File: config.mk
export PLATFORM = sky130hd
export DESIGN_NAME = bfa_front
export DESIGN_NICKNAME = d
export VERILOG_FILES = /design/src/rtl/bfa_pkg.sv /design/src/rtl/bfa_front.sv
export SDC_FILE = /design/constraint.sdc
export NUM_CORES = 1
export LEC_CHECK = 0
export ABC_CLOCK_PERIOD_IN_PS = 13700
export BUFFER_PORTS_ARGS = -buffer_cell sky130_fd_sc_hd__buf_2
export CAP_MARGIN = 20
export CELL_PAD_IN_SITES_DETAIL_PLACEMENT = 2
export CELL_PAD_IN_SITES_GLOBAL_PLACEMENT = 2
export CORE_ASPECT_RATIO = 0.7
export CORE_UTILIZATION = 30
export DETAILED_ROUTE_END_ITERATION = 8
export PLACE_DENSITY = 0.73
export SETUP_SLACK_MARGIN = 0.02
export SYNTH_ARGS = -nofsm -noshare
export SYNTH_HDL_FRONTEND = slang
export SYNTH_SLANG_ARGS = --single-unit
File: constraint.sdc
create_clock -name clk -period 13.7 [get_ports clk]
set_clock_uncertainty 0.1 [all_clocks]
set_input_delay 2.055 -clock clk [delete_from_list [all_inputs] [get_ports clk]]
set_output_delay 2.055 -clock clk [all_outputs]
set_load 0.03 [all_outputs]
File: src/rtl/bfa_pkg.sv
`timescale 1ns / 1ps
package bfa_pkg;

  localparam int MAX_FRAMES_DEF = 8192;
  localparam int FRAME_W        = 20;
  localparam int SIZE_W         = 14;
  localparam int COUNT_W        = 14;
  localparam int ACTION_W       = 2;
  localparam int STATUS_W       = 2;
  localparam int CFG_IDX_W      = 2;
  localparam int CFG_DATA_W     = 20;
  // bitmap rows are one byte of frames
  localparam int ROW_BITS       = 8;

  typedef enum logic [ACTION_W-1:0] {
    ACT_ALLOC   = 2'd0,
    ACT_RELEASE = 2'd1,
    ACT_MARK    = 2'd2,
    ACT_NONE    = 2'd3
  } action_t;

  typedef enum logic [STATUS_W-1:0] {
    STAT_OK          = 2'd0,
    STAT_NONE_FREE   = 2'd1,
    STAT_OUT_OF_POOL = 2'd2
  } status_t;

  typedef enum logic [CFG_IDX_W-1:0] {
    CFG_POOL_BASE = 2'd0,
    CFG_POOL_SIZE = 2'd1,
    CFG_INFO      = 2'd2
  } cfg_idx_t;

  // classified request handed from front to back
  typedef enum logic [2:0] {
    OP_ALLOC   = 3'd0,
    OP_RELEASE = 3'd1,
    OP_MARK    = 3'd2,
    OP_DONE_OK = 3'd3,
    OP_REJECT  = 3'd4
  } op_t;

endpackage

File: src/rtl/bfa_front.sv
`timescale 1ns / 1ps
module bfa_front import bfa_pkg::*; #(
  parameter int MAX_FRAMES = MAX_FRAMES_DEF,
  parameter int OFF_W      = 13,
  parameter int CNT_W      = 14
) (
  input  logic                  clk,
  input  logic                  rst_n,
  // config port
  input  logic                  cfg_we,
  input  logic [CFG_IDX_W-1:0]  cfg_index,
  input  logic [CFG_DATA_W-1:0] cfg_wdata,
  // request channel
  input  logic                  in_push,
  output logic                  in_full,
  input  logic [ACTION_W-1:0]   in_action,
  input  logic [FRAME_W-1:0]    in_frame_number,
  input  logic [COUNT_W-1:0]    in_range_count,
  // to back end
  input  logic                  clearing,
  output logic                  cmd_valid,
  input  logic                  cmd_pop,
  output op_t                   cmd_op,
  output logic [OFF_W-1:0]      cmd_off,
  output logic [CNT_W-1:0]      cmd_end,
  output logic [FRAME_W-1:0]    pool_base,
  output logic [CNT_W-1:0]      pool_esz,
  output logic                  pool_info
);

  logic [FRAME_W-1:0] base_r;
  logic [SIZE_W-1:0]  size_r;
  logic               info_r;

  // config registers
  always_ff @(posedge clk) begin
    if (!rst_n) begin
      base_r <= '0;
      size_r <= '0;
      info_r <= 1'b1;
    end else if (cfg_we) begin
      case (cfg_idx_t'(cfg_index))
        CFG_POOL_BASE: base_r <= cfg_wdata[FRAME_W-1:0];
        CFG_POOL_SIZE: base_r <= base_r;
        CFG_INFO:      info_r <= cfg_wdata[0];
        default:       base_r <= base_r;
      endcase
      if (cfg_idx_t'(cfg_index) == CFG_POOL_SIZE) size_r <= cfg_wdata[SIZE_W-1:0];
    end
  end

  // clamp pool size to bitmap capacity
  logic [CNT_W-1:0] esz;
  always_comb begin
    if (32'(size_r) > 32'(MAX_FRAMES)) esz = CNT_W'(MAX_FRAMES);
    else                               esz = CNT_W'(size_r);
  end

  assign pool_base = base_r;
  assign pool_esz  = esz;
  assign pool_info = info_r;

  // range checks
  logic [FRAME_W+1:0] lim, fend;
  logic [FRAME_W-1:0] off_full;
  logic               lo_ok;
  op_t                cls_op;
  logic [OFF_W-1:0]   cls_off;
  logic [CNT_W-1:0]   cls_end;

  always_comb begin
    lim      = (FRAME_W+2)'(base_r) + (FRAME_W+2)'(esz);
    fend     = (FRAME_W+2)'(in_frame_number) + (FRAME_W+2)'(in_range_count);
    lo_ok    = in_frame_number >= base_r;
    off_full = in_frame_number - base_r;
    cls_off  = OFF_W'(off_full);
    cls_end  = CNT_W'(cls_off) + CNT_W'(in_range_count);
    case (action_t'(in_action))
      ACT_ALLOC:   cls_op = OP_ALLOC;
      ACT_RELEASE: cls_op = (lo_ok && ((FRAME_W+2)'(in_frame_number) < lim)) ?
                            OP_RELEASE : OP_REJECT;
      ACT_MARK: begin
        if (!lo_ok || (fend > lim))  cls_op = OP_REJECT;
        else if (in_range_count == '0) cls_op = OP_DONE_OK;
        else                          cls_op = OP_MARK;
      end
      default:     cls_op = OP_DONE_OK;
    endcase
  end

  // two-entry request queue
  op_t              q_op_r  [2];
  logic [OFF_W-1:0] q_off_r [2];
  logic [CNT_W-1:0] q_end_r [2];
  logic             wp_r, rp_r;
  logic [1:0]       cnt_r;
  logic             push_ok;

  assign in_full   = (cnt_r == 2'd2) || clearing;
  assign push_ok   = in_push && !in_full;
  assign cmd_valid = cnt_r != 2'd0;
  assign cmd_op    = q_op_r[rp_r];
  assign cmd_off   = q_off_r[rp_r];
  assign cmd_end   = q_end_r[rp_r];

  always_ff @(posedge clk) begin
    if (push_ok) begin
      q_op_r[wp_r]  <= cls_op;
      q_off_r[wp_r] <= cls_off;
      q_end_r[wp_r] <= cls_end;
    end
  end

  always_ff @(posedge clk) begin
    if (!rst_n) begin
      wp_r  <= 1'b0;
      rp_r  <= 1'b0;
      cnt_r <= 2'd0;
    end else begin
      if (push_ok) wp_r <= ~wp_r;
      if (cmd_pop) rp_r <= ~rp_r;
      cnt_r <= cnt_r + 2'(push_ok) - 2'(cmd_pop);
    end
  end

endmodule

==> results.yml <==
cts:
  cts.reportedPaths.clkPinSlew_ns: 0.08
  clockBufferDepth: 2
  cts_made_buffers: 9
  h-tree-depth: 3
  cts_num_sinks: 100
  cts_resized: 0
  cts_tree: "yes"
  clk_latency_ns: 0.37
  cts_root_buf: "clkbuf_16"
  cts.hold.buffers_added: 0
  cts_setup_buffers: 0
yosys:
  syn_area_sq_mm: 0.007413
  syn_inst: 771
  async_reset_ff_frac: 0
  synthTopCellsByCount: "101 x ha_1, 93 x nand2_1, 60 x edfxtp_1"
  ys_top_cells_by_area: "edfxtp_1 24%, ha_1 17%, dfxtp_1 11%"
  yosysUniqueCellTypes: 60
  synth_fp_nets: 940
  synth_edf_count: 60
  synth-seq-cells: 100
  synth_flop_cell: "edfxtp_1"
  seq_area_frac_synth: 0.3511
  synth_top_area_share: 0.2430
  yosysMostFrequentCell: "ha_1"
  synth_top_area_cell: "edfxtp_1"
  yosysWarnings: 0
  syn_area_per_cell_sq_um: 9.615
drt:
  wl_per_cell_um: 19.69
  num_vias: 6312
  initialDrtViolationCount: 263
  wirelength_um: 24110
  ant_nets: 0
  via_per_inst: 5.157
  dr.pass1.iters: 4
  route.detailed.drc: 0
final_layout:
  syn_to_final_growth_pct: 17.87
  fillers: 2688
  drive_gt1_frac: 0.2190
  num-nets-final: 1068
placement:
  dp_hpwl_um: 19350
  place_congestion: 0.8093
  port_buffers: 130
pwr:
  peakVddDrop_v: 0.00005668
  p_clk_frac: 0.293
  netSwitchingPower_uw: 323.4
  cellPowerDensity_mw_per_mm2: 107.2
  comb_power_share: 0.319
  p_seq_frac: 0.388
  leakagePower_uw: 0.003678
  internal_power_uw: 613.1
  p_sw_frac: 0.3453
sta:
  fmax_mhz: 137.7
  setup_violations: 0
  timing.hold.ws_ns: 0.3810
  maxSlewHeadroom: 0.4138
  drv_slew: 0
  worst_pin_slew_ns: 0.8572
  grt_setup_unrepaired: "false"
  post-route-min-period_ns: 7.260
  hold_viol_final: 0
  period_share: 0.5299
  setup_tns_ns: 0
worst_hold_path:
  min_path_type: "flop to flop"
  hold_start: "pool_info$_SDFFE_PN1P_"
global_route:
  grt_pass1_wl_um: 38520
  grt_start_max_net_pins: 41
  grt_pass1_vias: 6863
  grt.overflow.total: 0
  grt_antenna_before_repair: 3
  grtUsageTotal: 0.1985
setup_path:
  r2r-start: "size_r[6]$_SDFFE_PN0P_"
  cp_slowest_cell: "a2111oi_0"
  crit_chain: "buf_2 > ha_1 > fa_1 > a21o_1 > a21oi_1 > o21bai_1 > a2111oi_0 > o31ai_1 > o41a_1 > a31o_2 > nand4_1 > xnor2_1 > ha_1 > nand3_1 > nor3_1 > o21ai_0 > a31oi_1 > o41ai_1 > a21o_1 > a221oi_2 > o22ai_1"
  cp-end-kind: "flop"
  slowest_delay_ns: 0.80
  required_ns: 13.69
  criticalPathCategory: "input port to flop"
  crit_fanout: 4
  cp-startpoint: "in_frame_number[0]"
  arrival_ns: 7.25
  startpoint_type: "input port"
  reg2reg_slack_ns: 7.64
floorplanning:
  die-area_sq_mm: 0.02535
  dieWidth_um: 189.9
  fp.dieH_um: 133.5
  row_count: 47
  coreArea_sq_mm: 0.02393
  pin_count: 131
  start_util: 0.3097
job:
  maxCapViolations: 0
outcome:
  status: "completed"
-- final cells by class --
class                      instances  area, sq um  share of cell area
multi-input combinational        614         4604              0.5269
sequential                       100         2604              0.2980
timing repair buffer             133        673.1             0.07703
tap                              318        397.9             0.04553
clock buffer                      10        229.0             0.02620
inverter                          41        153.9             0.01761
clock inverter                     6        71.32            0.008162
antenna                            2        5.005           0.0005727
-- kinds of logic (layout without fill, tap and decap cells) --
family          Yosys count  after routing  synth area share
simple gates            233            233            0.1470
buf+inv                  57            190           0.02886
mux                      32             32           0.04894
compound gates          190            190            0.1791
flops                   100            100            0.3511
other cells               0              2                 0
xor+xnor                 54             54           0.06380
fa+ha+maj               105            105            0.1813
-- power groups by stage --
stage / Sequential (uW) / Clock, uW / Combinational (uW)
floorplan: 368 / 0 / 206
global placement: 370 / 0 / 288
detailed placement: 371 / 0 / 297
CTS: 365 / 282 / 301
global route: 367 / 291 / 329
finish: 364 / 274 / 299
-- state kept, by name, summed over array words and instances (netlist names), named ones only --
name	cells
wp_r	1
rp_r	1
q_end_r	28
pool_info	1
cnt_r	2
pool_base	20
q_off_r	26
q_op_r	6
size_r	14
-- cells in the final DEF (no fill, tap or decap), types with 20 or more instances in the layout --
cell	count
edfxtp_1	60
nor2_1	50
a21oi_1	41
dfxtp_1	39
ha_1	101
o21ai_0	27
inv_1	41
nor2b_1	20
a21boi_0	37
xnor2_1	36
a21o_1	24
mux2_2	30
nand2_1	93
buf_2	130
-- metal layers --
layer	wire length, um	global-route usage
met3	1116	0.03477
met1	11770	0.2738
met2	10950	0.3224
met4	249	0.04301
met5	17	0
-- stage by stage --
stage            util  worst slack, ns  total power [uW]  cell area [sq um]  instances
6_report       0.3651            6.440             936.5               8738       1224
5_1_grt        0.3650            6.122             987.1               8736       1223
4_1_cts        0.3649            6.556             947.8               8733       1222
3_5_place_dp   0.3523            6.237             668.1               8433       1206
3_3_place_gp   0.3523            6.353             657.5               8433       1206
2_1_floorplan       -            7.249             574.1               7413        771
-- path summary, 6_finish.rpt --
check | end | cells after the start
worst min-delay path | pool_info$_SDFFE_PN1P_ | 2
worst max register to register | q_op_r[0][0]$_DFFE_PP_ | 21
worst min register to register | pool_info$_SDFFE_PN1P_ | 2
worst max-delay path | q_op_r[0][0]$_DFFE_PP_ | 21
-- critical path: cells and delay by family --
kind / cells / cell delay [ns]
xor gates and xnor gates: 1 / 0.08
AOI/OAI and AO/OA: 13 / 3.56
and+or+nand+nor: 3 / 0.51
adders and majority gates: 3 / 0.94
buffers and inverters: 1 / 0.11
No activity file was read; power rests on OpenSTA's default activity.
